===== config.mk =====
export PLATFORM = sky130hd
export DESIGN_NAME = sosc_front
export DESIGN_NICKNAME = d
export VERILOG_FILES = /design/src/rtl/core/sosc_pkg.sv /design/src/rtl/core/sosc_front.sv
export SDC_FILE = /design/constraint.sdc
export NUM_CORES = 1
export LEC_CHECK = 0
export CAP_MARGIN = 20
export CORE_AREA = 4 4 178 180
export DETAILED_ROUTE_END_ITERATION = 8
export DIE_AREA = 0 0 182 184
export DONT_BUFFER_PORTS = 1
export SLEW_MARGIN = 20
export SYNTH_ARGS = -nofsm -noshare
export SYNTH_HDL_FRONTEND = slang
export SYNTH_SLANG_ARGS = --single-unit
export TNS_END_PERCENT = 50

===== constraint.sdc =====
create_clock -name vclk -period 4.6
set_input_delay 0.92 -clock vclk [all_inputs]
set_output_delay 0.92 -clock vclk [all_outputs]
set_load 0.03 [all_outputs]

===== src/rtl/core/sosc_pkg.sv =====
// Package for the soft offset S-curve 4D block: configuration and queue types,
// register indexes, sizing constants and the 32-bit saturation helper.
// No dependencies.
`default_nettype none
package sosc_pkg;

	localparam int FRAC_BITS_DEF = 16;
	localparam int NUM_AXES      = 4;
	localparam int FIFO_DEPTH    = 4;
	localparam int FIFO_AW       = $clog2(FIFO_DEPTH);
	localparam int FIFO_CW       = $clog2(FIFO_DEPTH + 1);
	localparam int PADDR_W       = 6;
	localparam int PDATA_W       = 64;

	// register indexes, byte address 8*i
	typedef enum logic [2:0] {
		REG_OFFSET_X,
		REG_OFFSET_Y,
		REG_OFFSET_Z,
		REG_OFFSET_W,
		REG_GAIN,
		REG_CONTROL_BITS,
		REG_COLOR_WEIGHTS
	} reg_idx_t;

	// configuration as seen by the datapath
	typedef struct packed {
		logic [NUM_AXES-1:0][31:0] offset;
		logic [31:0]               gain;
		logic [NUM_AXES-1:0]       axis_en;
		logic                      color_en;
		logic                      color_mode;
		logic [NUM_AXES-1:0][15:0] weight;
	} cfg_t;

	// classified item held in the queue
	typedef struct packed {
		logic [NUM_AXES-1:0][31:0] pos;    // w already fixed up
		logic [NUM_AXES-1:0][31:0] mag;    // |pos|
		logic [NUM_AXES-1:0]       is_zero;
		logic                      w_zero; // w arrived as zero
		logic [31:0]               color;
	} item_t;

	// clamp to the signed 32-bit range
	function automatic logic signed [31:0] sat32(input logic signed [63:0] x);
		logic signed [31:0] r;
		if (x > 64'sd2147483647)
			r = 32'sh7fffffff;
		else if (x < -64'sd2147483648)
			r = 32'sh80000000;
		else
			r = x[31:0];
		return r;
	endfunction

endpackage
`default_nettype wire


===== src/rtl/core/sosc_front.sv =====
// Front end: accepts points, fixes a zero w and classifies each axis.
// Depends on sosc_pkg.
`default_nettype none
module sosc_front (
	input  wire logic        in_valid,
	output logic             in_stall,
	input  wire logic [31:0] pos_x,
	input  wire logic [31:0] pos_y,
	input  wire logic [31:0] pos_z,
	input  wire logic [31:0] pos_w,
	input  wire logic [31:0] color_in,
	input  wire logic        q_full,
	output logic             q_push,
	output sosc_pkg::item_t  q_item
);
	import sosc_pkg::*;

	logic [NUM_AXES-1:0][31:0] p;

	assign in_stall = q_full;
	assign q_push   = in_valid && !q_full;

	// classification
	always_comb begin
		p[0] = pos_x;
		p[1] = pos_y;
		p[2] = pos_z;
		p[3] = (pos_w == 32'd0) ? 32'hffffffff : pos_w;
		q_item.pos    = p;
		q_item.w_zero = (pos_w == 32'd0);
		q_item.color  = color_in;
		for (int k = 0; k < NUM_AXES; k++) begin
			q_item.mag[k]     = p[k][31] ? (32'd0 - p[k]) : p[k];
			q_item.is_zero[k] = (p[k] == 32'd0);
		end
	end

endmodule
`default_nettype wire


# After elaboration in Yosys (flattened, before gate mapping)
# Index checks and enable logic that the tools add are counted.
[totals]
register_bits = 0
inputBits = 162
out_inout_bits = 295
elab_cells = 16
[op_classes]
n_addsub = 4
mux = 5
n_reduce_logical = 7
[op_table]
columns = ["cell", "count"]
rows = [
  ["logical NOT 32 bit", 5],
  ["2-to-1 mux 32 bit", 5],
  ["subtractor 1 x 32 -> 32 bit, first input constant", 4],
  ["logical AND 1 bit", 1],
  ["logical NOT 1 bit", 1],
]

# Depth between registers and ports, before layout
# Gate-level depths: netlist (run 1).
[depth]
depth_word = 4
depth_mapped = 11
mapped_depth_nobuf = 10

# Worst setup path before layout (run 1)
# OpenSTA, ideal clock, no wires.
[synth_path]
kind = "input -> output"
from = "input pos_w[6]"
to = "output q_item[157] in the netlist's numbering"
t_arrival_ns = 3.850
t_required_ns = 3.680
setup_slack_ns = -0.170
cell_stages = 11
n_path_buf = 1
path_cell_list = "or4_4 or4_4 nor3_4 buf_2 nor2_1 ha_1 nand2b_1 or2_2 or3_1 o21ai_0 xnor2_1"
[synth_lines]
columns = ["item", "line_no", "text"]
rows = [
  ["start, declared", "sosc_front.sv:10", "input wire logic [31:0] pos_w,"],
  ["end, declared", "sosc_front.sv:14", "output sosc_pkg::item_t q_item"],
]

==> summary.md, run 1 <==
| Metric | Value |
|---|---|
| Worst EP arrival | `3.50 ns` |
| Number of vias per cell | `4.29` |
| Final core occ | `0.122` |
| Post-synthesis adder-cell area fraction | `0.0129` |
| Routability congestion estimate | `0.771` |
| Seq Cell Count | `0` |
| Unrepaired setup endpoints after global routing | `no` |
| Worst setup margin | `0.177 ns` |
| Post-place setup slack | `0.141 ns` |
| Core area | `0.0302 mm^2` |
| Fraction of layout cells with a size suffix above 1 | `0.215` |
| Drt first pass iters | `5` |
| Initial drt markers | `148` |
| Crit end category | `output port` |
| Synthesized area | `0.00387 mm^2` |
| GRT Overall Usage | `0.0871` |
| Syn Area/Cell | `6.99 um^2` |
| # rows | `64` |
| Sequence of cells on the critical path | `or4_4 -> or4_4 -> nor3_4 -> nor2_1 -> ha_1 -> nand2b_1 -> nor4_1 -> o211ai_1 -> buf_4 -> o31ai_1 -> xnor2_2 -> buf_4` |
| Period utilisation layout | `0.962` |
| MaxCap Viol Count | `0` |
| Clock Buffer Count | `0` |
| DP HPWL | `14800 um` |
| # setup viols final | `0` |
| CP required | `3.68 ns` |
| Total power | `0.508 mW` |
| Status | `finished clean` |
| Synth Area in Simple Gates | `0.255` |
| Slowest cell on the critical path | `or4_4` |
| Initial core utilization | `0.128` |
| Worst Hold Class | `input port to output port` |
| Largest net degree at the start of global routing | `35` |
| Most frequent cells in the layout | `107 x xnor2_1, 46 x buf_4, 45 x o21ai_0` |
| Grt total ovfl | `0` |
| Netlist cell types | `38` |
| Antenna violations before repair | `0` |
| Ys Warns | `0` |
| Max_slew headroom | `0.329` |
| # diodes | `0` |
| Final Hold Vio Count | `0` |
| Synth-to-Final Area Change | `-4.49%` |
| First-pass GRT wire length | `22800 um` |
| Min Clock Period, post-route | `4.42 ns` |
| Die extent in y | `184 um` |
| WL final | `16500 um` |
| Slew @ Worst Pin | `0.997 ns` |
| Die Width | `182 um` |
| # DRC | `0` |
| Worst setup endpoint | `q_item[153]` |
| Peak Freq | `0.226 GHz` |
| Pwr dens | `137 mW/mm^2` |
| Crit Path Category | `input port to output port` |
| Crit path from | `pos_w[6]` |
| Startpoint Class | `input port` |
| Complex-gate fraction of the synthesized area | `0.184` |
| DR vias | `3635` |
| Slew Limit Fails | `0` |
| FF+latch area | `0 um^2` |
| Maximum VDD drop | `47.8 uV` |
| Vias in the first global route | `3575` |
| Largest family of logic cells by synthesized area | `buffers and inverters` |
| # port buffers | `0` |
| Sequential share of the synthesized area | `0` |
| Worst path max stage delay | `0.51 ns` |
| Final #Nets | `619` |
| I/O Pins | `457` |
| Synthesized Nets | `720` |
| Synthesized instance count | `554` |
| Die area | `0.0335 mm^2` |
| Post-synthesis mux area share | `0.00291` |
| Antenna viol nets, final | `0` |
| Commonest non-fill, non-tap cell in the layout | `xnor2_1` |
| Critical path fanouts, max | `6` |
| Wire length per cell | `19.5 um` |
| Post_cts resized | `0` |
| Xor and xnor fraction of the mapped netlist area | `0.260` |
| Static leakage power | `1.04 nW` |
==> report_power, final <==
group / internal [mW] / switching, mW / total (mW) / leakage, nW
registers: 0 / 0 / 0 / 0
clock network: 0 / 0 / 0 / 0
logic: 0.136 / 0.372 / 0.508 / 1.04
==> cell usage after synthesis, drive strengths merged, types with 3 or more instances <==
cell type	instances	area (um^2)
nor3	13	76.3
xnor2	113	990
ha	4	50.1
nand2b	3	18.8
nand2	38	143
or2	34	215
inv	11	41.3
nor2	15	56.3
or4	21	169
o41ai	19	193
clkbuf	12	45.0
o31ai	34	255
nand3	9	45.0
buf	137	1010
o21ai	45	225
nand4	6	37.5
nor4	14	100
or3	9	56.3
==> routing by layer <==
metal  global-route usage  up-vias  part of all wire
met3               0.0323       18              0.12
met1               0.0867     1729              0.32
li1                     -     1616                 -
met4              0.00841        0             0.012
met5                    0        -                 0
met2                0.177      272              0.55
==> timing repair <==
action	4_1_cts	5_1_grt
setup endpoints to repair	0	1
hold buffers	0	0
hold endpoints to repair	0	0
setup buffers	0	0
==> final cells by class <==
cell class / instances / area [um^2]
fill: 3519 / 26500
multi-input combinational: 394 / 2810
tap: 396 / 495
timing repair buffer: 46 / 345
inverter: 11 / 41.3
==> how the worst min path moves through the flow <==
stage,startpoint,endpoint,cells past startpoint,slack [ns]
6_report,color_in[12],q_item[12],0,1.84
5_1_grt,color_in[17],q_item[17],0,1.84
4_1_cts,color_in[21],q_item[21],0,1.84
3_5_place_dp,color_in[21],q_item[21],0,1.84
3_3_place_gp,color_in[21],q_item[21],0,1.84
2_1_floorplan,q_full,q_push,1,1.95
==> critical path, delay by kind of cell <==
family	cells	cell delay, ns
AND/OR/NAND/NOR	6	1.60
AO/OA/AOI/OAI	2	0.24
XOR/XNOR	1	0.14
adder cells (fa/ha/maj)	1	0.21
buffers and inverters	2	0.36
==> kinds of logic (layout without fill, tap and decap cells) <==
group | Yosys count | count (layout)
AO/OA/AOI/OAI | 104 | 104
XOR/XNOR | 115 | 115
adder cells (fa/ha/maj) | 4 | 4
buffers and inverters | 160 | 57
multiplexers | 1 | 1
AND/OR/NAND/NOR | 170 | 170
==> stage by stage <==
stage               hold WS, ns  area [um^2]  TNS, ns  std cells
detailed placement         1.84         3700        0        847
floorplan                  1.95         3920   -0.427        554
CTS                        1.84         3700        0        847
global placement           1.84         3700        0        847
global route               1.84         3700        0        847
finish                     1.84         3700        0        847
No activity file was read; power rests on OpenSTA's default activity.
==> run 2, diff against run 1 <==
clock period = 4.3 ns   (was 4.6 ns; I/O delays follow)
==> run 2 against run 1 <==
Net effect: flip-flop and latch count unchanged; combinational power up 9.6%; cell count up 1.4%; die area unchanged; global-route usage down 0.089 points; sequential share of layout area unchanged; worst hold slack worse by 0.12 ns; via count up 1.8%; first-iteration DRC count down 11%; wire length up 0.19%; critical path type unchanged; critical endpoint is now q_item[151].
==> summary.md, run 2 (synthesis gave the netlist of run 1 again) <==
| Metric | Value |
|---|---|
| Total power | `0.557 mW (+9.7%)` |
| Seq Cell Count | `0 (unchanged)` |
| Initial drt markers | `132 (-11%)` |
| Slew @ Worst Pin | `1.02 ns (+0.0214 ns)` |
| Final core occ | `0.130 (+0.00709)` |
| Grt total ovfl | `0 (unchanged)` |
| Pwr dens | `142 mW/mm^2 (+3.7%)` |
| Dpl cells | `858 (+1.3%)` |
| Die area | `0.0335 mm^2 (unchanged)` |
| Vias in the first global route | `3593 (+0.50%)` |
| Static leakage power | `1.16 nW (+11%)` |
| Fillers | `3502 (-0.48%)` |
| Placed cell area | `0.00386 mm^2 (+4.5%)` |
| Initial core utilization | `0.128 (unchanged)` |
| Drt first pass iters | `4 (-1)` |
| Number of vias per cell | `4.31 (+0.39%)` |
| Antenna viol nets, final | `0 (unchanged)` |
| Crit Path Category | `input port to output port` |
| Commonest non-fill, non-tap cell in the layout | `xnor2_1` |
| Crit end category | `output port` |
| Post-place setup slack | `-0.0987 ns (-0.239 ns)` |
| Most frequent cells in the layout | `101 x xnor2_1, 53 x buf_4, 42 x o21ai_0` |
| Startpoint Class | `input port` |
| Hold slack final | `1.72 ns (-0.120 ns)` |
| Die Width | `182 um (unchanged)` |
| Clock Buffer Count | `0 (unchanged)` |
| Wire length per cell | `19.2 um (-1.2%)` |
| I/O Pins | `457 (unchanged)` |
| # diodes | `0 (unchanged)` |
| CP required | `3.44 ns (-0.24 ns)` |
| Antenna violations before repair | `0 (unchanged)` |
| Largest net degree at the start of global routing | `35 (unchanged)` |
| # rows | `64 (unchanged)` |
| Synth-to-Final Area Change | `1.03%` |
| Final #Nets | `631 (+1.9%)` |
| DR vias | `3701 (+1.8%)` |
| Period utilisation layout | `0.985` |
| # setup viols final | `0 (unchanged)` |
| # port buffers | `0 (unchanged)` |
| Worst setup margin | `0.0644 ns (-0.112 ns)` |
| Unrepaired setup endpoints after global routing | `yes` |
| Core area | `0.0302 mm^2 (unchanged)` |
| First-pass GRT wire length | `22500 um (-1.3%)` |
| Slew Limit Fails | `0 (unchanged)` |
| Fraction of layout cells with a size suffix above 1 | `0.266 (+0.0506)` |
| WL final | `16500 um (+0.19%)` |
| Total negative slack | `0 ns (unchanged)` |
| Status | `finished clean` |
| Critical path fanouts, max | `12 (+6)` |
| Final Hold Vio Count | `0 (unchanged)` |
| Die extent in y | `184 um (unchanged)` |
| Routability congestion estimate | `0.828 (+7.4%)` |
| DP HPWL | `14700 um (-0.94%)` |
| Min Clock Period, post-route | `4.24 ns` |
| Maximum VDD drop | `66.9 uV (+40%)` |
| Worst Hold Class | `input port to output port` |
| MaxCap Viol Count | `0 (unchanged)` |
| FF+latch area | `0 um^2 (unchanged)` |
| Non-Filler Cell Area, Final | `0.00391 mm^2 (+5.8%)` |
| # DRC | `0 (unchanged)` |
| Cell Count, Final, Fillers Out | `859 (+1.4%)` |
| Worst EP arrival | `3.38 ns (-0.12 ns)` |
| GRT Overall Usage | `0.0862 (-0.000894)` |
| Peak Freq | `0.236 GHz` |
| Max_slew headroom | `0.316 (-0.0121)` |
## run 2: cell count changes in the layout (fill, tap and decap cells not counted), moves of 3 or more
cell | previous run | this run
buf_4 | 46 | 53
xnor2_1 | 107 | 101
xnor2_2 | 6 | 12
buf_12 | 0 | 3
o21ai_0 | 45 | 42
o21ai_1 | 0 | 3
## run 2: path summary, 6_finish.rpt
| check | start | end | slack, ns | depth (start not counted) |
|---|---|---|---|---|
| hold / removal | color_in[19] | q_item[19] | 1.72 | 0 |
| setup / recovery | pos_w[6] | q_item[151] | 0.06 | 12 |
## run 2: critical path: stages
cell      delay [ns]
or4_4           0.53
or4_4           0.51
nor3_4          0.17
buf_12          0.15
nor2_2          0.04
ha_2            0.20
nand2b_4        0.10
nor4_2          0.06
o211ai_1        0.20
nand2_1         0.19
xnor2_2         0.20
buf_6           0.15
## run 2: layout make-up
class	instances	area, um^2	share of cell area
inverter	11	41.3	0.0106
tap	396	495	0.127
timing repair buffer	58	477	0.122
multi-input combinational	394	2900	0.741
## run 2: per-layer routing
metal,part of all wire,up-vias,track usage,routed length (um)
met1,0.36,1755,0.0948,6000
met5,0,-,0,0
li1,-,1635,-,-
met3,0.096,39,0.0243,1590
met4,0.045,0,0.0345,740
met2,0.50,272,0.157,8210
## run 2: timing repair
| action | CTS | global route |
|---|---|---|
| setup endpoints to repair | 10 | 10 |
| gates cloned | 0 | 0 |
| gates resized for setup | 4 | 7 |
| hold buffers | 0 | 0 |
| buffers inserted | 0 | 1 |
| pin swaps | 0 | 2 |
## run 2: power breakdown
part           internal (mW)  switching, mW
sequential                 0              0
combinational          0.156          0.401
clock                      0              0
