## src/rtl/core/sosc_pkg.sv

```systemverilog
// Package for the soft offset S-curve 4D block: configuration and queue types,
// register indexes, sizing constants and the 32-bit saturation helper.
// No dependencies.
`default_nettype none
package sosc_pkg;

	localparam int FRAC_BITS_DEF = 16;
	localparam int NUM_AXES      = 4;
	localparam int FIFO_DEPTH    = 4;
	localparam int FIFO_AW       = $clog2(FIFO_DEPTH);
	localparam int FIFO_CW       = $clog2(FIFO_DEPTH + 1);
	localparam int PADDR_W       = 6;
	localparam int PDATA_W       = 64;

	// register indexes, byte address 8*i
	typedef enum logic [2:0] {
		REG_OFFSET_X,
		REG_OFFSET_Y,
		REG_OFFSET_Z,
		REG_OFFSET_W,
		REG_GAIN,
		REG_CONTROL_BITS,
		REG_COLOR_WEIGHTS
	} reg_idx_t;

	// configuration as seen by the datapath
	typedef struct packed {
		logic [NUM_AXES-1:0][31:0] offset;
		logic [31:0]               gain;
		logic [NUM_AXES-1:0]       axis_en;
		logic                      color_en;
		logic                      color_mode;
		logic [NUM_AXES-1:0][15:0] weight;
	} cfg_t;

	// classified item held in the queue
	typedef struct packed {
		logic [NUM_AXES-1:0][31:0] pos;    // w already fixed up
		logic [NUM_AXES-1:0][31:0] mag;    // |pos|
		logic [NUM_AXES-1:0]       is_zero;
		logic                      w_zero; // w arrived as zero
		logic [31:0]               color;
	} item_t;

	// clamp to the signed 32-bit range
	function automatic logic signed [31:0] sat32(input logic signed [63:0] x);
		logic signed [31:0] r;
		if (x > 64'sd2147483647)
			r = 32'sh7fffffff;
		else if (x < -64'sd2147483648)
			r = 32'sh80000000;
		else
			r = x[31:0];
		return r;
	endfunction

endpackage
`default_nettype wire

```

## src/rtl/core/sosc_fifo.sv

```systemverilog
// Short queue between front and back ends.
// Depends on sosc_pkg.
`default_nettype none
module sosc_fifo (
	input  wire logic            clk,
	input  wire logic            arst_n,
	input  wire logic            push,
	input  wire sosc_pkg::item_t din,
	output logic                 full,
	input  wire logic            pop,
	output logic                 not_empty,
	output sosc_pkg::item_t      dout
);
	import sosc_pkg::*;

	item_t              mem [FIFO_DEPTH];
	logic [FIFO_AW-1:0] wr_q;
	logic [FIFO_AW-1:0] rd_q;
	logic [FIFO_CW-1:0] cnt_q;

	assign full      = (cnt_q == FIFO_CW'(FIFO_DEPTH));
	assign not_empty = (cnt_q != '0);
	assign dout      = mem[rd_q];

	// storage
	always_ff @(posedge clk) begin
		if (push)
			mem[wr_q] <= din;
	end

	// pointers and fill count
	always_ff @(posedge clk or negedge arst_n) begin
		if (!arst_n) begin
			wr_q  <= '0;
			rd_q  <= '0;
			cnt_q <= '0;
		end else begin
			if (push)
				wr_q <= wr_q + 1'b1;
			if (pop)
				rd_q <= rd_q + 1'b1;
			if (push && !pop)
				cnt_q <= cnt_q + 1'b1;
			else if (pop && !push)
				cnt_q <= cnt_q - 1'b1;
		end
	end

endmodule
`default_nettype wire

```

## config.mk

```make
export PLATFORM = sky130hd
export DESIGN_NAME = sosc_fifo
export DESIGN_NICKNAME = d
export VERILOG_FILES = /design/src/rtl/core/sosc_pkg.sv /design/src/rtl/core/sosc_fifo.sv
export SDC_FILE = /design/constraint.sdc
export NUM_CORES = 1
export LEC_CHECK = 0
export ABC_AREA = 0
export ABC_CLOCK_PERIOD_IN_PS = 8950
export BUFFER_PORTS_ARGS = -buffer_cell sky130_fd_sc_hd__buf_2
export CAP_MARGIN = 15
export CORE_MARGIN = 1
export CORE_UTILIZATION = 35
export CTS_CLUSTER_DIAMETER = 50
export CTS_CLUSTER_SIZE = 12
export DETAILED_ROUTE_END_ITERATION = 6
export PLACE_DENSITY_LB_ADDON = 0.15
export SKIP_CTS_REPAIR_TIMING = 1
export SLEW_MARGIN = 20
export SYNTH_ARGS = -nofsm -noshare
export SYNTH_HDL_FRONTEND = slang
export SYNTH_SLANG_ARGS = --single-unit
```

## constraint.sdc

```tcl
create_clock -name clk -period 8.95 [get_ports clk]
set_input_delay 1.79 -clock clk [delete_from_list [all_inputs] [get_ports clk]]
set_output_delay 1.79 -clock clk [all_outputs]
set_load 0.02 [all_outputs]
```

---- Word level (Yosys, flattened, before mapping) ----
Memories as Yosys holds them, arrays and structs flattened.
Index checks and enable logic that the tools add are counted.
storage, ports and cells
  register bits ........................... 7
  latch bits .............................. 0
  bits in writable memories ............... 1172
  bits in read-only memories .............. 0
  memories kept ........................... 1
memory list
  name  depth  bits a word  rd ports  clocked after memory_dff  write ports  line             text
  mem   4      293          1         0                         1            sosc_fifo.sv:16  item_t mem [FIFO_DEPTH];
operators by class
  add/sub/neg operators ................... 4
  multiply operators ...................... 0
  div/mod/pow operators ................... 0
  magnitude comparators ................... 0
  equality and inequality tests ........... 1
  shifts and indexed selects .............. 0
  muxes and demuxes ....................... 4
  bitwise logic cells ..................... 0
  reductions and logical operators ........ 6
operators with widths
  kind                                                                number
  3-bit two-way mux                                                   2
  2-bit by 1-bit adder with 2-bit output, second input constant       2
  3-bit by 1-bit adder with 3-bit output, second input constant       1
  3-bit == test, second input constant                                1
  3-bit nonzero test                                                  1
  3-bit by 1-bit subtractor with 3-bit output, second input constant  1
  1-bit logical AND                                                   2
  1-bit zero test                                                     2
  1-bit two-way mux                                                   2
  2-bit nonzero test                                                  1

---- Depth between registers and ports, before layout ----
Gate-level depths: netlist of run 1.
  depth in word-level cells ............... 4
  mapped depth ............................ 7

---- Least setup slack after synthesis of run 1 ----
OpenSTA, ideal clock, no wires.
  kind .................................... input port to flip-flop
  start point ............................. input port push
  end point ............................... memory mem[1][0] in the netlist's numbering, enable pin
  data arrival time ....................... 8.400 ns
  path slack .............................. -0.141 ns
  stages on the path ...................... 1
  buffers on the path ..................... 0
  path through ............................ and2_1
between the ends
  word-level cells in the longest chain between the ends .. 2
ends and longest elaborated chain
  element                                  line             text
  start, declared                          sosc_fifo.sv:7   input wire logic push,
  1-bit two-way mux                        sosc_fifo.sv:27  if (push)
  1-bit two-way mux (not written as such)  sosc_fifo.sv:28  mem[wr_q] <= din;
  end, declared                            sosc_fifo.sv:16
No other way between the ends.

==> results of run 1 <==
## per-stage QoR
step	utilization	setup slack [ps]	std cells
floorplan	-	3112	1565
CTS	0.4261	3495	3957
global route	0.4262	3414	3964
finish	0.4262	3708	3964
global placement	0.3919	4336	3730
detailed placement	0.3919	4345	3730
## per-layer routing
metal | track usage | share of wire
met4 | 0.05983 | 0.028
met3 | 0.05335 | 0.071
met5 | 0 | 0.0025
met2 | 0.2624 | 0.52
met1 | 0.1732 | 0.38
## kinds of logic (layout without fill, tap and decap cells)
group                    after synthesis  after routing  share of synthesized area
flip-flops                          1179           1179                     0.8223
multiplexers                         294            294                     0.1609
buffers and inverters                 70            837                    0.01236
AND/OR/NAND/NOR                        9              9                   0.001164
adder cells (fa/ha/maj)                6              6                   0.001920
XOR/XNOR                               6              6                   0.001222
AO/OA/AOI/OAI                          1              1                  0.0001162
other                                  0              7                          0
## sequential cells by signal, summed over array words and instances (netlist names)
register  count
mem        1172
cnt_q         3
rd_q          2
wr_q          2
## synthesized netlist by cell type
library cell / instances
and2_1: 4
buf_2: 32
buf_6: 26
buf_8: 3
clkbuf_1: 5
dfrtp_1: 7
edfxtp_1: 1172
fa_1: 1
ha_1: 5
inv_1: 4
mux2_2: 1
mux4_1: 83
mux4_2: 210
nand2_1: 2
nor2_1: 1
nor3b_1: 1
o21ai_0: 1
or3_1: 1
xnor2_1: 2
xor2_1: 4
## where the power goes
| group | internal (mW) | total, mW | switching, mW |
|---|---|---|---|
| Clock | 2.98 | 5.16 | 2.18 |
| Combinational | 2.06 | 5.48 | 3.42 |
| Sequential | 7.23 | 7.51 | 0.281 |
## worst min-delay path by stage
stage | end | slack, ps | cells after the start
final | cnt_q[2] | 490 | 1
after global routing | cnt_q[2] | 540 | 1
after CTS | cnt_q[2] | 500 | 1
after detailed placement | cnt_q[2] | 490 | 1
after global placement | cnt_q[2] | 470 | 1
after floorplan | cnt_q[2] | 450 | 1
## cell type report
| class | instances | share of cell area |
|---|---|---|
| Antenna cell | 7 | 0.0003372 |
| Clock buffer | 160 | 0.06704 |
| Clock inverter | 67 | 0.01303 |
| Inverter | 4 | 0.0002891 |
| Multi-Input combinational cell | 316 | 0.1371 |
| Sequential cell | 1179 | 0.6811 |
| Tap cell | 1625 | 0.03914 |
| Timing Repair Buffer | 606 | 0.06200 |
## cells in the final DEF, fill, tap and decap left out, types with 3 or more instances in the layout
cell type,n
clkbuf_16,135
and2_4,4
clkbuf_1,24
inv_1,4
buf_12,12
edfxtp_1,1172
mux4_1,83
mux4_2,210
inv_16,3
dfrtp_1,5
buf_2,591
clkinv_1,15
clkinvlp_4,9
clkinv_2,15
diode_2,7
clkinv_8,5
ha_1,5
bufinv_16,6
xor2_1,4
inv_8,5
buf_4,3
inv_6,7
## worst max-delay path, cell delays in order (launching register included)
cell     delay [ps]
dfrtp_4        1020
buf_12          510
mux4_2          670
buf_2           190
==> metrics.cfg, run 1 <==
[sta]
fin_crit_ps=5242
timing.fmax_ghz=0.1908
final_hold_viol_count=0
worstMarginPinSlew_ps=1250
fin_tns_setup_ps=0
fin_crit_sh=0.5857
drv_slew=0
hold_ws_ps=494.6
rsz0062_at_grt=false
slew_headroom=0.1667
setup_viol=0
finClkSkew_ps=23.79

[global_routing]
grt.overflow.total=0
grt_use_total=0.1525
grt_antenna_before_repair=42
grt_max_degree=138
grt_pass1_vias=20670
grt_pass1_wl_mm=138.7

[worst_setup_path]
path_class=flip-flop to output port
endpoint_kind=output port
regToRegEndpoint=mem[1][133]
arrival_ps=3450
startpoint=rd_q[0]
reg2reg_from=wr_q[1]
r2r_slack_ps=6110
endpoint=dout[139]
critPathMaxFanout=97
rr_worst_depth=5
setup.worst_path.start_class=flip-flop
worstPathRequired_ps=7160

[detailed_routing]
final_antenna_net_count=0
vias_per_cell=4.829
drt-total-wl_mm=94.93
wl_per_cell_um=23.95
drt_iter0_drc=1062
num_vias=19140
first_pass_iters=5
drc=0

[placed_design]
hpwl_mm=55.58
gp_congestion=0.7252
dpl-instance-area_um2=47770
io_buffers=591

[floorplanning]
dieHeight_um=352.6
rows=128
ioPinCount=592
coreArea_um2=121900
die_area_um2=124300
dieWidth_um=352.6
initial_core_util=0.3529

[power]
leakagePower_nw=17.62
worst_ir_drop_vdd_uv=230.9
power.density_nw_per_um2=349.4
total_power_mw=18.15

[final_layout]
area_growth_pct=20.76
multi_input_area_um2=7122
drive_gt1_frac=0.4335
nFillCells=10540
regArea_um2=35380
nNetsFinal=2545
stdcell_area_um2=51940

[synthesis]
ys_warn_count=0
synthTopCellsByArea=edfxtp_1 82%, mux4_2 11%, mux4_1 5.1%, buf_6 0.68%, dfrtp_1 0.41%
yosysSeqAreaShare=0.8223
syn_inst=1565
syn_area_um2=43010
synth_top_area_frac=0.8182
synth_top_area_cell=edfxtp_1
synth_fp_nets=1868
ys_ff_latch=1179
synth_area_per_cell_um2=27.48
synthDistinctLibCells=20

[clocking]
cts.sinks=1179
clk_pin_slew_ps=60
ctsRootBufferMaster=clkbuf_16
cts_buffers=135
cts_tree=yes
htree_levels=4
clk_latency_ps=740
cts_buffer_depth=3

[job]
max-cap-violations=0

[min_path]
hold_path_startpoint=cnt_q[2]
min_path_type=flip-flop to flip-flop

[status]
outcome=finished clean

No activity file was read; power rests on OpenSTA's default activity.
==> inputs of run 2 (changes only) <==
ABC_CLOCK_PERIOD_IN_PS = 5150   (was 8950)
clock period = 5.15 ns   (was 8.95 ns; I/O delays follow)
==> metrics.cfg, run 2 (synthesis gave the netlist of run 1 again) <==
[clocking]
cts_buffers=136  ; +0.74%
htree_levels=4  ; unchanged
clk_latency_ps=750  ; about the same
cts.sinks=1179  ; unchanged
cts_tree=yes
clk_pin_slew_ps=60  ; about the same
cts_buffer_depth=3  ; unchanged
ctsRootBufferMaster=clkbuf_16

[power]
switching_share=0.3193  ; -0.004647
leakagePower_nw=17.92  ; +1.7%
power.density_nw_per_um2=615.0  ; +76%
worst_ir_drop_vdd_uv=436.2  ; +89%
p_sw_mw=10.31  ; +75%
internal-power_mw=21.97  ; +79%
p_comb_frac=0.302  ; about the same
clockPowerShare=0.296  ; +0.012
power_frac_seq=0.403  ; -0.011

[final_layout]
drive_gt1_frac=0.4430  ; +0.009445
stdcell_area_um2=52480  ; +1.0%
area_growth_pct=22.00
layout_commonest_cell=edfxtp_1
multi_input_area_um2=7122  ; unchanged
regArea_um2=35380  ; unchanged
largest_reg_flops=1172  ; unchanged
largestRegisters=mem x1172, cnt_q x3
regMostFlops=mem
most-common-layout-cells=1172 x edfxtp_1, 591 x buf_2, 210 x mux4_2
finalNonFillerCells=3976  ; +0.30%
nFillCells=10530  ; -0.11%
nNetsFinal=2571  ; +1.0%

[sta]
hold_ws_ps=109.5  ; -385.2 ps
rsz0062_at_grt=false
final_hold_viol_count=0  ; unchanged
setup_viol=0  ; unchanged
slew_headroom=0.4161  ; +0.2494
fin_tns_setup_ps=0  ; unchanged
worstMarginPinSlew_ps=875.9  ; -374.1 ps
drv_slew=0  ; unchanged
finClkSkew_ps=16.89  ; -6.894 ps
finalWorstSetupSlack_ps=1086  ; -2623 ps
timing.fmax_ghz=0.2460
fin_crit_sh=0.7892
fin_crit_ps=4064

[floorplanning]
dieWidth_um=352.6  ; unchanged
initial_core_util=0.3529  ; unchanged
dieHeight_um=352.6  ; unchanged
rows=128  ; unchanged
ioPinCount=592  ; unchanged
coreArea_um2=121900  ; unchanged
die_area_um2=124300  ; unchanged

[global_routing]
grt_antenna_before_repair=40  ; -4.8%
grt_max_degree=109  ; -21%
grt.overflow.total=0  ; unchanged
grt_use_total=0.1579  ; +0.005439
grt_pass1_vias=20910  ; +1.1%
grt_pass1_wl_mm=142.9  ; +3.1%

[worst_setup_path]
r2r_slack_ps=2840  ; -3270 ps
endpoint_kind=output port
critPathMaxFanout=33  ; -66%
startpoint=rd_q[0]
setup.worst_path.start_class=flip-flop
regToRegEndpoint=mem[1][249]
rr_worst_depth=4  ; -1
worstPathRequired_ps=4120  ; -3040 ps
reg2reg_from=wr_q[1]
path_class=flip-flop to output port
arrival_ps=3030  ; -420 ps

[detailed_routing]
drt-total-wl_mm=97.91  ; +3.1%
vias_per_cell=4.890  ; +1.2%
num_vias=19440  ; +1.6%
drc=0  ; unchanged
drt_iter0_drc=1207  ; +14%
first_pass_iters=6  ; +1
wl_per_cell_um=24.62  ; +2.8%
final_antenna_net_count=0  ; unchanged

[placed_design]
dp.cells=3755  ; +0.67%
hpwl_mm=60.58  ; +9.0%
dpl-instance-area_um2=48040  ; +0.58%
gp_congestion=0.7291  ; +0.54%
io_buffers=591  ; unchanged
pre_cts_slack_ps=1753  ; -2592 ps

[min_path]
min_path_type=input port to async pin

[job]
max-cap-violations=0  ; unchanged

[status]
outcome=finished clean

## run 2: changes by cell type in the layout (fill, tap and decap cells not counted), moves of 7 or more
cell       change
bufinv_16     +10
buf_4         +18
inv_6          +7
buf_12         +7
clkinv_1       -7
## run 2: worst max-delay path, cell delays in order, from the launching register on
cell,delay [ps]
dfrtp_4,710
buf_4,640
mux4_1,670
buf_2,180
## run 2: area by class of cell
| class | count | area share |
|---|---|---|
| Antenna cell | 1 | 0.00004769 |
| Clock buffer | 157 | 0.06717 |
| Clock inverter | 63 | 0.01729 |
| Inverter | 4 | 0.0002861 |
| Multi-Input combinational cell | 316 | 0.1357 |
| Sequential cell | 1179 | 0.6741 |
| Tap cell | 1625 | 0.03874 |
| Timing Repair Buffer | 631 | 0.06662 |
## run 2: worst max-delay path by stage
stage	endpoint	cells after the start
after floorplan	mem[3][0]	1
after global placement	dout[131]	3
after detailed placement	dout[136]	3
after CTS	dout[136]	3
after global routing	dout[136]	3
final	dout[136]	3
## run 2: per-stage QoR
stage,util,power [mW]
5_1_grt,0.4306,33.67
2_1_floorplan,-,19.81
6_report,0.4306,32.27
4_1_cts,0.4306,32.97
3_3_place_gp,0.3942,23.21
3_5_place_dp,0.3942,23.31
## run 2: per-layer routing
metal  track usage  vias to the layer above  wire [um]
met5             0                        -        265
met4       0.04670                       44       2253
met3       0.05408                      209       6710
met2        0.2747                      563      51140
met1        0.1838                    10280      37530
li1              -                     8344          -
## run 2: power groups by stage
stage / combinational [mW] / sequential [mW] / clock [mW]
after CTS: 10.1 / 13.0 / 9.83
after detailed placement: 10.1 / 13.2 / 0
after floorplan: 6.60 / 13.2 / 0
after global placement: 10.1 / 13.1 / 0
after global routing: 10.4 / 13.2 / 10.2
final: 9.74 / 13.0 / 9.54
