## src/rtl/core/sosc_pkg.sv

```systemverilog
// Package for the soft offset S-curve 4D block: configuration and queue types,
// register indexes, sizing constants and the 32-bit saturation helper.
// No dependencies.
`default_nettype none
package sosc_pkg;

	localparam int FRAC_BITS_DEF = 16;
	localparam int NUM_AXES      = 4;
	localparam int FIFO_DEPTH    = 4;
	localparam int FIFO_AW       = $clog2(FIFO_DEPTH);
	localparam int FIFO_CW       = $clog2(FIFO_DEPTH + 1);
	localparam int PADDR_W       = 6;
	localparam int PDATA_W       = 64;

	// register indexes, byte address 8*i
	typedef enum logic [2:0] {
		REG_OFFSET_X,
		REG_OFFSET_Y,
		REG_OFFSET_Z,
		REG_OFFSET_W,
		REG_GAIN,
		REG_CONTROL_BITS,
		REG_COLOR_WEIGHTS
	} reg_idx_t;

	// configuration as seen by the datapath
	typedef struct packed {
		logic [NUM_AXES-1:0][31:0] offset;
		logic [31:0]               gain;
		logic [NUM_AXES-1:0]       axis_en;
		logic                      color_en;
		logic                      color_mode;
		logic [NUM_AXES-1:0][15:0] weight;
	} cfg_t;

	// classified item held in the queue
	typedef struct packed {
		logic [NUM_AXES-1:0][31:0] pos;    // w already fixed up
		logic [NUM_AXES-1:0][31:0] mag;    // |pos|
		logic [NUM_AXES-1:0]       is_zero;
		logic                      w_zero; // w arrived as zero
		logic [31:0]               color;
	} item_t;

	// clamp to the signed 32-bit range
	function automatic logic signed [31:0] sat32(input logic signed [63:0] x);
		logic signed [31:0] r;
		if (x > 64'sd2147483647)
			r = 32'sh7fffffff;
		else if (x < -64'sd2147483648)
			r = 32'sh80000000;
		else
			r = x[31:0];
		return r;
	endfunction

endpackage
`default_nettype wire

```

## src/rtl/core/sosc_cfg.sv

```systemverilog
// Configuration register file behind the APB-style port.
// Depends on sosc_pkg.
`default_nettype none
module sosc_cfg #(
	parameter int FRAC_BITS = sosc_pkg::FRAC_BITS_DEF
) (
	input  wire logic                         clk,
	input  wire logic                         arst_n,
	input  wire logic                         psel,
	input  wire logic                         penable,
	input  wire logic                         pwrite,
	input  wire logic [sosc_pkg::PADDR_W-1:0] paddr,
	input  wire logic [sosc_pkg::PDATA_W-1:0] pwdata,
	output logic      [sosc_pkg::PDATA_W-1:0] prdata,
	output sosc_pkg::cfg_t                    cfg
);
	import sosc_pkg::*;

	logic [NUM_AXES-1:0][31:0] offset_q;
	logic [31:0]               gain_q;
	logic [5:0]                ctrl_q;
	logic [63:0]               wgt_q;
	logic                      wr_en;
	reg_idx_t                  idx;

	assign idx   = reg_idx_t'(paddr[PADDR_W-1:3]);
	assign wr_en = psel && penable && pwrite;

	// register writes
	always_ff @(posedge clk or negedge arst_n) begin
		if (!arst_n) begin
			offset_q <= '0;
			gain_q   <= 32'(64'd1 << FRAC_BITS);
			ctrl_q   <= 6'd1;
			wgt_q    <= '0;
		end else if (wr_en) begin
			case (paddr[PADDR_W-1:3])
				REG_OFFSET_X:      offset_q[0] <= pwdata[31:0];
				REG_OFFSET_Y:      offset_q[1] <= pwdata[31:0];
				REG_OFFSET_Z:      offset_q[2] <= pwdata[31:0];
				REG_OFFSET_W:      offset_q[3] <= pwdata[31:0];
				REG_GAIN:          gain_q      <= pwdata[31:0];
				REG_CONTROL_BITS:  ctrl_q      <= pwdata[5:0];
				REG_COLOR_WEIGHTS: wgt_q       <= pwdata;
				default: ;
			endcase
		end
	end

	// read mux
	always_comb begin
		prdata = '0;
		case (idx)
			REG_OFFSET_X:      prdata = {32'd0, offset_q[0]};
			REG_OFFSET_Y:      prdata = {32'd0, offset_q[1]};
			REG_OFFSET_Z:      prdata = {32'd0, offset_q[2]};
			REG_OFFSET_W:      prdata = {32'd0, offset_q[3]};
			REG_GAIN:          prdata = {32'd0, gain_q};
			REG_CONTROL_BITS:  prdata = {58'd0, ctrl_q};
			REG_COLOR_WEIGHTS: prdata = wgt_q;
			default:           prdata = '0;
		endcase
	end

	assign cfg.offset     = offset_q;
	assign cfg.gain       = gain_q;
	assign cfg.axis_en    = ctrl_q[3:0];
	assign cfg.color_en   = ctrl_q[4];
	assign cfg.color_mode = ctrl_q[5];
	assign cfg.weight     = wgt_q;

endmodule
`default_nettype wire

```

## config.mk

```make
export PLATFORM = sky130hd
export DESIGN_NAME = sosc_cfg
export DESIGN_NICKNAME = d
export VERILOG_FILES = /design/src/rtl/core/sosc_pkg.sv /design/src/rtl/core/sosc_cfg.sv
export SDC_FILE = /design/constraint.sdc
export NUM_CORES = 1
export LEC_CHECK = 0
export BUFFER_PORTS_ARGS = -buffer_cell sky130_fd_sc_hd__buf_2
export CORE_MARGIN = 3
export CORE_UTILIZATION = 50
export DETAILED_ROUTE_END_ITERATION = 12
export PLACE_DENSITY = 0.8
export SETUP_SLACK_MARGIN = 0.4
export SLEW_MARGIN = 20
export SYNTH_ARGS = -nofsm -noshare
export SYNTH_HDL_FRONTEND = slang
export SYNTH_SLANG_ARGS = --single-unit
```

## constraint.sdc

```tcl
create_clock -name clk -period 2.6 [get_ports clk]
set_clock_uncertainty 0.05 [all_clocks]
set_input_delay 0.26 -clock clk [delete_from_list [all_inputs] [get_ports clk]]
set_output_delay 0.26 -clock clk [all_outputs]
set_load 0.03 [all_outputs]
```

# Yosys cells after proc, flatten, opt, wreduce, memory -nomap -nowiden
# Cells that the tools add are included.
[totals]
regBits = 230
latch_bits = 0
mem_bits_rw = 0
mem_bits_ro = 0
in_bits = 75
wordCells = 24
n_memories = 0
[classes]
add_sub_neg = 0
n_mul = 0
n_div = 0
n_lt_le_gt_ge = 0
n_eq_ne = 6
shift = 0
n_mux = 1
n_bitwise = 0
n_reduce_logical = 10
[op_table]
columns = ["cell", "n"]
rows = [
  ["$pmux W64 S7", 1],
  ["$reduce_and A2 Y1", 7],
  ["$eq A3 B3 Y1 const B", 3],
  ["$eq A3 B2 Y1 const B", 2],
  ["$eq A3 B1 Y1 const B", 1],
  ["$logic_not A3 Y1", 1],
  ["$logic_and A1 B1 Y1", 2],
]

# Longest topological paths before layout
# Gate-level depths: netlist of run 1.
[depth]
depth_word = 3
depth_mapped = 6
mapped_depth_nobuf = 3

# Worst setup path before layout of run 1
# Ideal clock, no wire load.
[synth_timing]
kind = "input to output"
startpoint = "input paddr[3] in the netlist's numbering"
endpoint = "output prdata[10] in the netlist's numbering"
arrival_ns = 1.667
required_ns = 2.290
path_slack_ns = 0.623
cell_stages = 5
cell_sequence = "buf_2 buf_2 buf_2 mux2i_1 o21ai_0"
[synth_via]
elab_chain_cells = 2
word_cells_on_any_way = 8
classes_between = "eq/ne (6); mux (1); reduce/logical (1)"
[synth_lines]
columns = ["element", "line", "source"]
rows = [
  ["from (decl)", "sosc_cfg.sv:12", "input wire logic [sosc_pkg::PADDR_W-1:0] paddr,"],
  ["$eq A3 B3 Y1, or another cell as far along", "sosc_cfg.sv:53", "case (idx)"],
  ["$pmux W64 S7 (*)", "sosc_cfg.sv:53", ""],
  ["to (decl)", "sosc_cfg.sv:14", "output logic [sosc_pkg::PDATA_W-1:0] prdata,"],
]
# Mark *: on every way between the ends. The rest lies on a longest branch, timed or not.

# Final worst setup path of run 1
[layout_timing]
startpoint = "input paddr[3] in the netlist's numbering"
endpoint = "output prdata[25] in the netlist's numbering"
# The elaborated chain is that of the path after synthesis.

==> results of run 1 <==
worst paths after layout:
check | from | end | slack (ns) | cells after the start
worst max-delay path | paddr[3] | prdata[25] | 0.49 | 6
worst min-delay path | pwdata[25] | cfg[127]$_DFFE_PN0P_ | 0.02 | 2
worst max register to register | wgt_q[51]$_DFFE_PN0P_ | wgt_q[51]$_DFFE_PN0P_ | 1.72 | 1
worst min register to register | cfg[148]$_DFFE_PN0P_ | cfg[148]$_DFFE_PN0P_ | 0.47 | 1
max in group asynchronous | arst_n | gain_q[16]$_DFFE_PN1P_ | 1.54 | 3
min in group asynchronous | arst_n | cfg[105]$_DFFE_PN0P_ | 0.24 | 2
power groups by stage:
stage               clock [mW]  combinational (mW)  sequential (mW)
finish                    3.46                4.06             4.86
floorplan                    0                1.23             6.20
CTS                       3.51                4.07             4.84
global placement             0                3.92             4.84
detailed placement           0                3.99             4.89
global route              3.66                4.27             4.95
state kept, by name, summed over array words and instances, names as in the netlist:
| name | flops |
|---|---|
| cfg | 128 |
| ctrl_q | 6 |
| gain_q | 32 |
| wgt_q | 64 |
per-stage QoR:
stage          util, %  hold slack (ns)  cells
5_1_grt           68.7           0.0211   1470
6_report          68.7           0.0217   1471
2_1_floorplan        -          -0.0856    754
3_3_place_gp      62.3            0.181   1374
3_5_place_dp      62.3            0.178   1374
4_1_cts           68.7          0.00259   1469
metal layers:
layer / up-vias / share of wire, % / GRT usage, %
li1: 3602 / - / -
met1: 4282 / 38 / 34.3
met2: 357 / 50 / 49.2
met3: 92 / 7.2 / 6.13
met4: 0 / 4.2 / 11.9
met5: - / 0 / 0
layout by cell type, fill, tap and decap left out, drive strengths merged, types with 2 or more instances in the layout:
cell,n
dfstp,2
clkbuf,39
o22a,6
inv,2
o2bb2ai,2
a31oi,6
a211o,2
mux2i,64
a21oi,4
a221oi,6
a211oi,3
o22ai,5
nor2,12
a21o,8
o221ai,6
o21ai,18
and3b,2
buf,403
clkinv,5
o32a,3
mux2,248
a221o,2
diode,2
nand2b,5
dlygate4sd3,50
and2,32
dfrtp,228
nand2,15
nand3,15
cells by family after synthesis:
family	Yosys count	synth area share [%]
buffers and inverters	56	3.22
AND/OR/NAND/NOR	85	4.84
flip-flops	230	54.6
multiplexers	312	32.6
AO/OA/AOI/OAI	71	4.78
critical path, cell delays in order:
cell and delay (ns):
buf_2 0.33, buf_12 0.25, mux2_2 0.35, a221oi_1 0.30
a31oi_1 0.10, buf_2 0.19
area by class of cell:
class                           count  area share (%)
Clock buffer                       38            5.29
Timing Repair Buffer              454            19.2
Sequential cell                   230            40.9
Inverter                            2          0.0533
Clock inverter                      7           0.471
Tap cell                          270            2.40
Antenna cell                        2          0.0355
Multi-Input combinational cell    468            31.6
repair_timing:
action | 4_1_cts | 5_1_grt
resized for setup | 0 | 2
hold buffers | 50 | 0
endpoints found under the setup margin | 0 | 6
setup buffers | 0 | 0
hold endpoints to repair | 135 | 0
==> results.py, run 1 <==
metrics = {
    "status": {
        "outcome": "completed",
    },
    "power": {
        "swShare_pct": 37.3,
        "power_frac_clock_pct": 28.0,
        "intPower_mw": 7.75,
        "p_seq_share_pct": 39.3,
        "vdd_ir_drop_max_mv": 0.560,
        "netSwitchingPower_mw": 4.61,
        "p_leak_nw": 7.30,
        "powerDensity_nw_per_um2": 878,
        "combPwrFrac_pct": 32.8,
        "p_total_mw": 12.4,
    },
    "logic_synthesis": {
        "syn_area_sq_um": 10500,
        "synthTopCellsByCount": "229 x mux2_2, 228 x dfrtp_1, 64 x mux2i_1",
        "syn_area_per_cell_sq_um": 14.0,
        "ys_types": 36,
        "ys_seq_area_share_pct": 54.6,
        "syn_inst": 754,
        "ys.flop_type": "dfrtp_1",
        "synth_area_leaders": "dfrtp_1 54%, mux2_2 24%, mux2i_1 6.1%",
        "async_flop_share_pct": 100,
        "yosys_warnings": 0,
        "ys_seq_elements": 230,
        "synth.most_common_cell": "mux2_2",
        "yosysTopAreaCell": "dfrtp_1",
        "synth_edf_count": 0,
        "syn-num-nets": 829,
        "synth_top_area_share_pct": 54.1,
    },
    "timing": {
        "tns_ns": 0,
        "maxSlewHeadroom_pct": 62.6,
        "period_needed_ns": 2.11,
        "period_share_pct": 81.0,
        "maxSlewViolCount": 0,
        "setup_viol": 0,
        "worst_pin_slew_ns": 0.560,
        "finalWorstSetupSlack_ns": 0.494,
        "rsz0062_at_grt": "false",
        "hold_viol_final": 0,
        "fmax_mhz": 475,
    },
    "finish": {
        "regArea_sq_um": 5760,
        "area_growth_pct": 33.6,
        "fin_nets": 1256,
        "fill_cells": 1447,
        "drive_gt1_share_pct": 57.0,
        "fin_area_sq_um": 14100,
        "multi_input_area_sq_um": 4460,
    },
    "cts": {
        "cts_root_buf": "clkbuf_16",
        "cts_sinks": 230,
        "cts_buffer_depth": 3,
        "cts_made_buffers": 25,
        "insertion_delay_ns": 0.51,
        "cts_tree": "built",
        "htree_levels": 1,
        "path_clk_slew_ns": 0.06,
    },
    "global_routing": {
        "grt_start_max_net_pins": 59,
        "grt_usage_pct": 28.4,
        "grt.overflow.total": 0,
        "antenna_found_initial": 1,
        "grt_pass1_vias": 8645,
        "grt_first_pass_wirelength_um": 49700,
    },
    "floorplanning": {
        "fp.dieW_um": 151,
        "start_util_pct": 51.5,
        "die_h_um": 151,
        "ios": 369,
        "coreArea_sq_um": 20500,
        "row_count": 52,
        "fp.dieArea_sq_um": 22900,
    },
    "place": {
        "numPortBuffers": 365,
        "gp_congestion": 0.843,
        "place_ws_ns": 0.412,
        "post_dp_cell_area_sq_um": 12800,
        "place_hpwl_um": 23100,
    },
    "routing": {
        "via_count": 8333,
        "ant_nets": 0,
        "viasPerCell": 5.66,
        "wl_per_cell_um": 22.9,
        "drt_iter0_markers": 322,
        "dr.pass1.iters": 5,
        "wl_um": 33700,
        "drc_errors": 0,
    },
    "critical_path": {
        "critPathRequiredTime_ns": 2.29,
        "cp_max_fo": 22,
        "critical_path.startpoint_type": "input pin",
        "path_class": "in2out",
        "endpoint_kind": "output pin",
        "cp.arrival_ns": 1.80,
    },
    "worst_hold_path": {
        "min_path_type": "in2reg",
    },
    "job": {
        "drv_cap": 0,
    },
}
(Power assumes the default switching activity.)
==> run 2, diff against run 1 <==
--- a/config.mk
+++ b/config.mk
@@ -5,11 +5,12 @@
 export SDC_FILE = /design/constraint.sdc
 export NUM_CORES = 1
 export LEC_CHECK = 0
+export ABC_AREA = 1
 export BUFFER_PORTS_ARGS = -buffer_cell sky130_fd_sc_hd__buf_2
 export CORE_MARGIN = 3
 export CORE_UTILIZATION = 50
 export DETAILED_ROUTE_END_ITERATION = 12
-export PLACE_DENSITY = 0.8
+export PLACE_DENSITY = 0.79
 export SETUP_SLACK_MARGIN = 0.4
 export SLEW_MARGIN = 20
 export SYNTH_ARGS = -nofsm -noshare
==> constraint.sdc (replaced) <==
create_clock -name clk -period 2 [get_ports clk]
set_clock_uncertainty 0.05 [all_clocks]
set_input_delay 0.2 -clock clk [delete_from_list [all_inputs] [get_ports clk]]
set_output_delay 0.2 -clock clk [all_outputs]
set_load 0.03 [all_outputs]
==> run 2 against run 1 <==
Against the previous run: final area rose by 13%; register-to-register slack got worse by 0.73 ns; critical path type is now reg2out; critical endpoint is now prdata[0]; combinational power rose by 53%; core utilization rose by 5.4 points; sequential share of layout area fell by 4.7 points; global-route usage rose by 5.8 points; non-clock buffer count rose by 134; first-iteration DRC count rose to 3.9 times the previous value; count of clock-buffer cells in the layout fell by 2; via count rose by 53%.
==> results.py, run 2 <==
metrics = {
    "logic_synthesis": {
        "synth_area_leaders": "dfrtp_1 51%, nand2_1 17%, o21ai_0 9.3%",
        "synth_edf_count": 0,
        "syn_inst": 1451,
        "async_flop_share_pct": 100,
        "yosys_warnings": 0,
        "syn_area_per_cell_sq_um": 7.68,
        "ys_types": 21,
        "synth.most_common_cell": "nand2_1",
        "ys.flop_type": "dfrtp_1",
        "ys_seq_elements": 230,
        "syn_area_sq_um": 11100,
        "synth_top_area_share_pct": 51.2,
        "syn-num-nets": 1526,
        "ys_seq_area_share_pct": 51.7,
        "yosysTopAreaCell": "dfrtp_1",
        "synthTopCellsByCount": "495 x nand2_1, 228 x dfrtp_1, 208 x o21ai_0",
    },
    "worst_hold_path": {
        "min_path_type": "in2reg",
    },
    "routing": {
        "via_count": 12800,
        "drt_iter0_markers": 1265,
        "wl_per_cell_um": 19.2,
        "wl_um": 43200,
        "drc_errors": 0,
        "ant_nets": 0,
        "dr.pass1.iters": 7,
        "viasPerCell": 5.67,
    },
    "floorplanning": {
        "row_count": 53,
        "coreArea_sq_um": 21500,
        "ios": 369,
        "start_util_pct": 51.9,
        "fp.dieW_um": 155,
        "die_h_um": 155,
        "fp.dieArea_sq_um": 24100,
    },
    "timing": {
        "rsz0062_at_grt": "true",
        "maxSlewViolCount": 0,
        "maxSlewHeadroom_pct": 68.6,
        "worst_pin_slew_ns": 0.472,
        "hold_viol_final": 0,
        "period_needed_ns": 1.74,
        "period_share_pct": 87.0,
        "fmax_mhz": 575,
        "worst_hold_slack_ns": 0.130,
        "tns_ns": 0,
        "setup_viol": 0,
    },
    "finish": {
        "largest_reg_flops": 128,
        "fin_nets": 2029,
        "layout_commonest_cell": "nand2_1",
        "drive_gt1_share_pct": 30.6,
        "area_growth_pct": 42.9,
        "final_cell_mix": "489 x nand2_1, 327 x buf_2, 228 x dfrtp_1, 208 x o21ai_0, 146 x buf_4",
    },
    "place": {
        "numPortBuffers": 365,
        "gp_congestion": 0.841,
        "place_hpwl_um": 26400,
    },
    "cts": {
        "htree_levels": 1,
        "cts_sinks": 230,
        "cts_root_buf": "clkbuf_16",
        "cts_tree": "built",
        "cts_made_buffers": 25,
        "cts_buffer_depth": 3,
        "insertion_delay_ns": 0.51,
        "path_clk_slew_ns": 0.07,
    },
    "global_routing": {
        "grt_first_pass_wirelength_um": 66300,
        "antenna_found_initial": 2,
        "grt_usage_pct": 34.2,
        "grt_start_max_net_pins": 97,
        "grt.overflow.total": 0,
        "grt_pass1_vias": 12400,
    },
    "power": {
        "vdd_ir_drop_max_mv": 0.832,
        "powerDensity_nw_per_um2": 1060,
        "p_leak_nw": 8.99,
    },
    "critical_path": {
        "critPathRequiredTime_ns": 1.75,
        "path_cells": "nand4_1, nand2_1, nor2_1, nand2_1, buf_6",
        "cp_top_family": "flip-flops",
        "path_class": "reg2out",
        "crit_slowest_cell": "dfstp_2",
        "endpoint_kind": "output pin",
        "cp_max_fo": 2,
        "critical_path.startpoint_type": "flip-flop",
        "cp.arrival_ns": 1.49,
        "slowest_delay_ns": 0.53,
        "cp_common_cell": "nand2_1",
        "worst-path-buf-inv": 1,
    },
    "status": {
        "outcome": "completed",
    },
    "job": {
        "drv_cap": 0,
    },
}
run 2: through the flow:
step | utilization [%] | area (sq um) | instances | worst slack, ns | total power, mW
after floorplan | - | 11100 | 1451 | 0.457 | 9.42
after global placement | 61.9 | 13300 | 2021 | 0.363 | 11.3
after detailed placement | 61.9 | 13300 | 2021 | 0.303 | 11.4
after CTS | 73.2 | 15700 | 2227 | 0.274 | 16.7
after global routing | 74.1 | 15900 | 2248 | 0.183 | 17.6
final | 74.1 | 15900 | 2248 | 0.260 | 16.9
run 2: kinds of logic (layout without fill, tap and decap cells):
| group | count (synthesis) | in the layout | share of synthesized area (%) |
|---|---|---|---|
| other cells | 0 | 2 | 0 |
| simple gates | 779 | 779 | 29.9 |
| compound gates | 230 | 230 | 10.3 |
| buf+inv | 212 | 732 | 8.10 |
| flops | 230 | 230 | 51.7 |
run 2: worst paths after layout:
check | startpoint | endpoint | slack, ns | depth (start not counted)
worst max register to register | cfg[132]$_DFFE_PN0P_ | cfg[132]$_DFFE_PN0P_ | 0.99 | 4
worst min register to register | gain_q[16]$_DFFE_PN1P_ | gain_q[16]$_DFFE_PN1P_ | 0.44 | 2
worst min-delay path | paddr[5] | ctrl_q[4]$_DFFE_PN0P_ | 0.13 | 4
worst max-delay path | ctrl_q[0]$_DFFE_PN1P_ | prdata[0] | 0.26 | 5
max in group asynchronous | arst_n | cfg[211]$_DFFE_PN0P_ | 1.05 | 3
min in group asynchronous | arst_n | cfg[107]$_DFFE_PN0P_ | 0.16 | 2
run 2: worst reg2reg max path, stage by stage (launching register included):
cell and delay (ns):
dfrtp_1 0.40, buf_4 0.14, buf_4 0.13, o21ai_0 0.08, nand2_1 0.09
run 2: layout make-up:
class                           count  area (sq um)
Tap cell                          275           344
Fill cell                        1580          5560
Timing Repair Buffer              588          4060
Clock inverter                      8          68.8
Clock buffer                       36           727
Sequential cell                   230          5760
Inverter                          100           380
Multi-Input combinational cell   1009          4580
Antenna cell                        2          5.00
run 2: repair_timing:
item | in CTS | in global routing
endpoints found under the hold margin | 358 | 0
setup buffers | 97 | 19
endpoints found under the setup margin | 63 | 65
pin swaps | 63 | 18
gates resized for setup | 79 | 22
hold buffers | 65 | 0
run 2: where the power goes:
part	leakage (nW)	internal [mW]	total [mW]	switching, mW
sequential	2.93	5.56	6.16	0.606
clock	0.399	2.64	4.53	1.89
combinational	5.67	2.03	6.22	4.18
total	8.99	10.2	16.9	6.68
run 2: metal layers:
layer / vias to the layer above / part of all wire, % / track usage, %
li1: 5723 / - / -
met1: 6054 / 36 / 41.4
met2: 797 / 49 / 58.8
met3: 177 / 9.4 / 7.01
met4: 0 / 5.4 / 16.2
met5: - / 0 / 0
